File: src/sorted_event_queue_assert.svh
// Assertion macros used by the sorted event queue top level.
`ifndef SORTED_EVENT_QUEUE_ASSERT_SVH
`define SORTED_EVENT_QUEUE_ASSERT_SVH

`ifndef NO_ASSERTIONS
// Checked on every rising clock edge outside reset.
`define SEQ_ASSERT(label, prop, msg) \
    label: assert property (@(posedge clk) disable iff (!rst_n) prop) else $error(msg);
// Checked on every rising clock edge, also during reset.
`define SEQ_ASSERT_ALWAYS(label, prop, msg) \
    label: assert property (@(posedge clk) prop) else $error(msg);
`else
`define SEQ_ASSERT(label, prop, msg)
`define SEQ_ASSERT_ALWAYS(label, prop, msg)
`endif

`endif

File: src/seq_pkg.sv
// Types and codes shared by the sorted event queue modules.
package seq_pkg;

    typedef enum logic
    {
        FUNC_INSERT = 1'b0,
        FUNC_POP    = 1'b1
    } func_t;

    typedef enum logic [1:0]
    {
        STATUS_OK    = 2'd0,
        STATUS_EMPTY = 2'd1,
        STATUS_FULL  = 2'd2
    } status_t;

    typedef struct packed
    {
        func_t       func;
        logic        event_kind;
        logic [31:0] event_time;
    } req_t;

    typedef struct packed
    {
        logic        popped_valid;
        logic        popped_kind;
        logic [31:0] popped_time;
        status_t     status;
        logic [4:0]  occupancy;
    } rsp_t;

    // Operation broadcast to every cell of the chain.
    typedef struct packed
    {
        logic shift_in;
        logic shift_out;
    } cell_op_t;

endpackage

File: src/seq_cell.sv
// One storage cell of the sorted chain: holds one event and trades it with its neighbors.
module seq_cell #(
    parameter int IDX       = 0,
    parameter int TIME_BITS = 32,
    parameter int CNT_W     = 5
) (
    input  logic                 clk,
    input  seq_pkg::cell_op_t    op,
    input  logic [CNT_W-1:0]     count,
    input  logic [TIME_BITS-1:0] new_time,
    input  logic                 new_kind,
    input  logic                 left_keep,
    input  logic [TIME_BITS-1:0] left_time,
    input  logic                 left_kind,
    input  logic [TIME_BITS-1:0] right_time,
    input  logic                 right_kind,
    output logic                 keep,
    output logic [TIME_BITS-1:0] time_q,
    output logic                 kind_q
);

    logic [TIME_BITS-1:0] time_reg;
    logic [TIME_BITS-1:0] time_next;
    logic                 kind_reg;
    logic                 kind_next;
    logic                 occupied;

    // The cell holds a live event when its position lies below the fill count.
    assign occupied = (CNT_W'(IDX) < count);
    // A live event not later than the new one stays ahead of it.
    assign keep = occupied && (time_reg <= new_time);

    always_comb
    begin
        time_next = time_reg;
        kind_next = kind_reg;
        if (op.shift_in)
        begin
            if (!keep)
            begin
                if (left_keep)
                begin
                    time_next = new_time;
                    kind_next = new_kind;
                end
                else
                begin
                    time_next = left_time;
                    kind_next = left_kind;
                end
            end
        end
        else if (op.shift_out)
        begin
            time_next = right_time;
            kind_next = right_kind;
        end
    end

    always_ff @(posedge clk)
    begin
        time_reg <= time_next;
        kind_reg <= kind_next;
    end

    assign time_q = time_reg;
    assign kind_q = kind_reg;

endmodule

File: src/sorted_event_queue.sv
// Top level of the sorted event queue: a chain of cells kept in ascending time order.
//
//  Channel  Handshake            Payload           Direction
//  request  req_valid/req_stall  req (req_t)       into the block
//  response rsp_valid/rsp_stall  rsp (rsp_t)       out of the block
//
// Every request (insert or pop) is served by the whole chain: all cells compare their
// stored time with the new one in parallel and shift by one place in the same edge.
// Each request yields one response, registered; it appears the cycle after acceptance.
// A new request is taken while the response register is empty or being drained, so
// with no downstream stall the block sustains one request per cycle.
// Reset clears the fill count and the response valid; the cell contents need no reset.
// While rsp_stall holds a pending response, req_stall is raised and nothing moves.
`include "sorted_event_queue_assert.svh"

module sorted_event_queue #(
    parameter int QUEUE_DEPTH = 16,
    parameter int TIME_BITS   = 32
) (
    input  logic          clk,
    input  logic          rst_n,
    input  logic          req_valid,
    output logic          req_stall,
    input  seq_pkg::req_t req,
    output logic          rsp_valid,
    input  logic          rsp_stall,
    output seq_pkg::rsp_t rsp
);

    localparam int CNT_W = $clog2(QUEUE_DEPTH + 1);

    // Fill count: cells below this index hold live events, in time order.
    logic [CNT_W-1:0]     count_reg;
    logic [CNT_W-1:0]     count_next;
    logic                 rsp_valid_reg;
    logic                 rsp_valid_next;
    seq_pkg::rsp_t        rsp_reg;
    seq_pkg::rsp_t        rsp_next;

    logic                 accept;
    logic                 is_empty;
    logic                 is_full;
    logic [TIME_BITS-1:0] new_time;
    seq_pkg::cell_op_t    op;

    logic [TIME_BITS-1:0] time_q [QUEUE_DEPTH];
    logic                 kind_q [QUEUE_DEPTH];
    logic                 keep   [QUEUE_DEPTH];

    // The response register frees up either when empty or when its response leaves now.
    assign req_stall = rsp_valid_reg && rsp_stall;
    assign accept    = req_valid && !req_stall;

    assign is_empty = (count_reg == '0);
    assign is_full  = (count_reg == CNT_W'(QUEUE_DEPTH));
    // Incoming ticks are taken modulo 2^TIME_BITS.
    assign new_time = TIME_BITS'(req.event_time);

    // Dropped inserts and pops on an empty queue leave the chain untouched.
    assign op.shift_in  = accept && (req.func == seq_pkg::FUNC_INSERT) && !is_full;
    assign op.shift_out = accept && (req.func == seq_pkg::FUNC_POP) && !is_empty;

    // The chain. Cell zero holds the earliest event. On an insert the new event lands
    // in the first cell whose left neighbor keeps its place and which does not; every
    // later cell takes its left neighbor's event. On a pop every cell takes its right
    // neighbor's event; the last cell's content then lies beyond the count.
    for (genvar i = 0; i < QUEUE_DEPTH; i++)
    begin : g_cell
        logic                 left_keep;
        logic [TIME_BITS-1:0] left_time;
        logic                 left_kind;
        logic [TIME_BITS-1:0] right_time;
        logic                 right_kind;

        if (i == 0)
        begin : g_first
            assign left_keep = 1'b1;
            assign left_time = new_time;
            assign left_kind = req.event_kind;
        end
        else
        begin : g_inner
            assign left_keep = keep[i-1];
            assign left_time = time_q[i-1];
            assign left_kind = kind_q[i-1];
        end

        if (i == QUEUE_DEPTH - 1)
        begin : g_last
            assign right_time = time_q[i];
            assign right_kind = kind_q[i];
        end
        else
        begin : g_mid
            assign right_time = time_q[i+1];
            assign right_kind = kind_q[i+1];
        end

        seq_cell #(
            .IDX       (i),
            .TIME_BITS (TIME_BITS),
            .CNT_W     (CNT_W)
        ) u_cell (
            .clk        (clk),
            .op         (op),
            .count      (count_reg),
            .new_time   (new_time),
            .new_kind   (req.event_kind),
            .left_keep  (left_keep),
            .left_time  (left_time),
            .left_kind  (left_kind),
            .right_time (right_time),
            .right_kind (right_kind),
            .keep       (keep[i]),
            .time_q     (time_q[i]),
            .kind_q     (kind_q[i])
        );
    end

    // Count update and response formation.
    always_comb
    begin
        count_next = count_reg;
        if (op.shift_in)
        begin
            count_next = count_reg + CNT_W'(1);
        end
        else if (op.shift_out)
        begin
            count_next = count_reg - CNT_W'(1);
        end

        rsp_valid_next = rsp_valid_reg && rsp_stall;
        rsp_next       = rsp_reg;
        if (accept)
        begin
            rsp_valid_next        = 1'b1;
            rsp_next.popped_valid = op.shift_out;
            rsp_next.popped_kind  = op.shift_out ? kind_q[0] : 1'b0;
            rsp_next.popped_time  = op.shift_out ? 32'(time_q[0]) : 32'd0;
            rsp_next.status       = seq_pkg::STATUS_OK;
            if ((req.func == seq_pkg::FUNC_POP) && is_empty)
            begin
                rsp_next.status = seq_pkg::STATUS_EMPTY;
            end
            else if ((req.func == seq_pkg::FUNC_INSERT) && is_full)
            begin
                rsp_next.status = seq_pkg::STATUS_FULL;
            end
            // Occupancy is reported modulo 32 for deep queues.
            rsp_next.occupancy = 5'(count_next);
        end
    end

    always_ff @(posedge clk or negedge rst_n)
    begin
        if (!rst_n)
        begin
            count_reg     <= '0;
            rsp_valid_reg <= 1'b0;
        end
        else
        begin
            count_reg     <= count_next;
            rsp_valid_reg <= rsp_valid_next;
        end
    end

    // The response payload needs no reset; it is only looked at while valid.
    always_ff @(posedge clk)
    begin
        rsp_reg <= rsp_next;
    end

    assign rsp_valid = rsp_valid_reg;
    assign rsp       = rsp_reg;

    `SEQ_ASSERT_ALWAYS(a_count_bound, count_reg <= CNT_W'(QUEUE_DEPTH), "fill count beyond depth")
    `SEQ_ASSERT(a_pop_returns, (accept && (req.func == seq_pkg::FUNC_POP) && !is_empty) |=> (rsp_valid_reg && rsp_reg.popped_valid), "pop of a live event returned nothing")
    `SEQ_ASSERT(a_head_order, (count_reg >= CNT_W'(2)) |-> (time_q[0] <= time_q[1]), "head of chain out of time order")
    `SEQ_ASSERT(a_full_holds, (accept && (req.func == seq_pkg::FUNC_INSERT) && is_full) |=> (count_reg == CNT_W'(QUEUE_DEPTH)), "dropped insert changed the fill count")

endmodule
File: config.mk
export PLATFORM = sky130hd
export DESIGN_NAME = sorted_event_queue
export DESIGN_NICKNAME = d
export VERILOG_FILES = /design/src/seq_pkg.sv /design/src/seq_cell.sv /design/src/sorted_event_queue.sv
export VERILOG_INCLUDE_DIRS = /design/src /design/src/src
export SDC_FILE = /design/constraint.sdc
export NUM_CORES = 2
export LEC_CHECK = 0
export ABC_AREA = 0
export CAP_MARGIN = 20
export CORE_ASPECT_RATIO = 0.9
export CORE_MARGIN = 10
export CORE_UTILIZATION = 45
export DETAILED_ROUTE_END_ITERATION = 12
export DONT_BUFFER_PORTS = 1
export HOLD_SLACK_MARGIN = 0.12
export PLACE_DENSITY = 0.57
export SYNTH_ARGS = -nofsm -noshare
export SYNTH_HDL_FRONTEND = slang
export SYNTH_HIERARCHICAL = 1
export SYNTH_SLANG_ARGS = --single-unit
File: constraint.sdc
create_clock -name clk -period 13.4 [get_ports clk]
set_input_delay 0.67 -clock clk [delete_from_list [all_inputs] [get_ports clk]]
set_output_delay 0.67 -clock clk [all_outputs]
set_load 0.01 [all_outputs]
==> flow_summary_export.csv <==
group,metric,value,unit
pwr,p_seq_frac,0.408,
synth,post_synth_inst_count,4342,
setup_path,critPathTopFamily,"buffers and inverters",
run_status,outcome,"finished, final reports clean",
setup_path,worstPathCellList,"inv_1 -> ha_1 -> a311oi_4 -> buf_4 -> buf_4 -> buf_4 -> o32ai_2 -> a31oi_4 -> buf_16",
cts,clock-sinks,575,
floorplan,dieArea,107000,um2
global_routing,overflow,0,
sta,fmax,185,MHz
pwr,ir_drop,89.9,uV
drt,drt-pass1-iter-count,5,
pwr,p_clk_frac,0.284,
layout,syn2layout_area_growth,8.40,%
cts,clkLatencyLatePin,0.64,ns
sta,slew_headroom,0.243,
drt,viasPerCell,5.44,
setup_path,cp-startpoint,"count_reg[1]$_DFF_PN0_",
drt,first_iter_violations,1950,
global_routing,grt_usage,0.190,
sta,worst_pin_slew,1.14,ns
setup_path,cpMostUsedCell,"buf_4",
sta,fin_worst_skew,0.0226,ns
setup_path,cpPeakStageDelay,0.83,ns
pwr,p_leak,0.0205,uW
cts,clk_pin_slew_worst_paths,0.06,ns
setup_path,path_max_fanout,100,
sta,setup_viol,0,
layout,nets,4811,
drt,vias,30200,
floorplan,coreArea,93100,um2
layout,fin_util,0.493,
cts,postCtsResizedCells,0,
sta,slew_violations,0,
synth,yosys_warnings,6,
setup_path,r2r_end,"g_cell[6].u_cell/time_q[24]$_DFFE_PP_",
pwr,p_int,4180,uW
pwr,p_switching,2160,uW
setup_path,rr_worst_depth,9,
placement,gp_congestion,0.844,
placement,io_buffers,0,
setup_path,cp-start-kind,"flip-flop",
run,max_cap_viol_count,0,
cts,ctsRootBufferMaster,"clkbuf_16",
drt,wl_per_cell,18.8,um
sta,hold_violations,0,
cts,ctsHtreeMaxLevel,3,
cts,cts_buffer_depth,3,
global_routing,grt_max_degree,249,
layout,largest_reg_flops,512,
setup_path,worst-path-buf-inv,5,
pwr,p_per_area,138,nW/um2
sta,tns,0,ns
floorplan,io_pins,81,
synth,syn-num-nets,4894,
global_routing,grt_pass1_wl,166000,um
setup_path,r2r_slack,8.00,ns
hold_path,hp-start,"req[33]",
floorplan,die_width,343,um
setup_path,cp_data_arrival_time,5.73,ns
layout,final_layout_size_suffix_gt1_frac,0.0561,
hold_path,hp-class,"in2reg",
drt,antenna_left,0,
sta,final.min_clock_period,5.40,ns
hold_path,worstHoldEndpoint,"rsp[6]$_SDFFCE_PP0N_",
layout,antenna_cells,0,
setup_path,r2r_start,"count_reg[1]$_DFF_PN0_",
pwr,netSwitchingFraction,0.341,
sta,period_share,0.403,
drt,route.detailed.drc,0,
cts,numCtsBuffers,71,
setup_path,crit_slowest_cell,"buf_4",
cts,cts_tree,"built",
synth,netlist_area,42300,um2
pwr,comb_power_share,0.308,
setup_path,critPathKind,"reg2reg",
sta,rsz0062_at_grt,"false",
global_routing,grt_pass1_vias,29700,
placement,dpl.hpwl,78400,um
hold_path,holdPathStages,1,
drt,wl,104000,um
floorplan,die_h,311,um
layout,layout_commonest_cell,"a21oi_1",
floorplan,row_count,106,
layout,mostFrequentLayoutCells,"a21oi_1 (737), edfxtp_1 (569), nor2_1 (566)",
setup_path,end_kind,"flip-flop",
floorplan,start_util,0.455,
setup_path,cp.required,13.73,ns
synth,postSynthAreaPerCell,9.75,um2
global_routing,antenna_found_initial,1,
[power by group through the flow]
stage | clock network [uW] | registers [uW] | logic [uW]
finish | 1800 | 2590 | 1960
global route | 1920 | 2630 | 2190
CTS | 1850 | 2590 | 1940
detailed placement | 0 | 2620 | 1950
global placement | 0 | 2620 | 1890
floorplan | 0 | 2530 | 1520
[worst max-delay path by stage]
stage / to / slack (ns) / cells after the start
3_5_place_dp: g_cell[6].u_cell/time_q[24]$_DFFE_PP_ / 7.88 / 8
3_3_place_gp: g_cell[6].u_cell/time_q[24]$_DFFE_PP_ / 8.02 / 8
5_1_grt: g_cell[10].u_cell/time_q[5]$_DFFE_PP_ / 7.48 / 9
4_1_cts: g_cell[6].u_cell/time_q[24]$_DFFE_PP_ / 7.84 / 8
6_report: g_cell[6].u_cell/time_q[24]$_DFFE_PP_ / 8.00 / 9
2_1_floorplan: g_cell[1].u_cell/kind_q$_DFFE_PP_ / 8.40 / 7
[cell type report]
| class | instances | area [um2] |
|---|---|---|
| Fill cell | 8671 | 47200 |
| Multi-Input combinational cell | 3048 | 22500 |
| Sequential cell | 575 | 17200 |
| Inverter | 523 | 1960 |
| Clock buffer | 100 | 1940 |
| Tap cell | 1242 | 1550 |
| Timing Repair Buffer | 40 | 505 |
| Clock inverter | 25 | 171 |
[what timing repair did]
action | CTS | global route
hold buffers | 3 | 0
buffers inserted | 0 | 0
hold endpoints to repair | 8 | 0
[through the flow]
stage          power, uW  setup WS, ns  hold WS, ns  cells  area, um2
2_1_floorplan       4060          8.40        0.374   4342      42300
3_3_place_gp        4510          8.02        0.375   5415      43500
3_5_place_dp        4570          7.88        0.375   5417      43500
4_1_cts             6380          7.84        0.193   5545      45700
5_1_grt             6740          7.48        0.214   5553      45900
6_report            6340          8.00        0.232   5553      45900
[layer usage]
| metal | routed length, um | part of all wire | up-vias | global-route usage |
|---|---|---|---|---|
| li1 | - | - | 15600 | - |
| met1 | 51500 | 0.49 | 13900 | 0.268 |
| met2 | 45600 | 0.44 | 486 | 0.296 |
| met3 | 3670 | 0.035 | 167 | 0.0254 |
| met4 | 3370 | 0.032 | 0 | 0.0635 |
| met5 | 0 | 0 | - | 0 |
No activity file was read; power rests on OpenSTA's default activity.
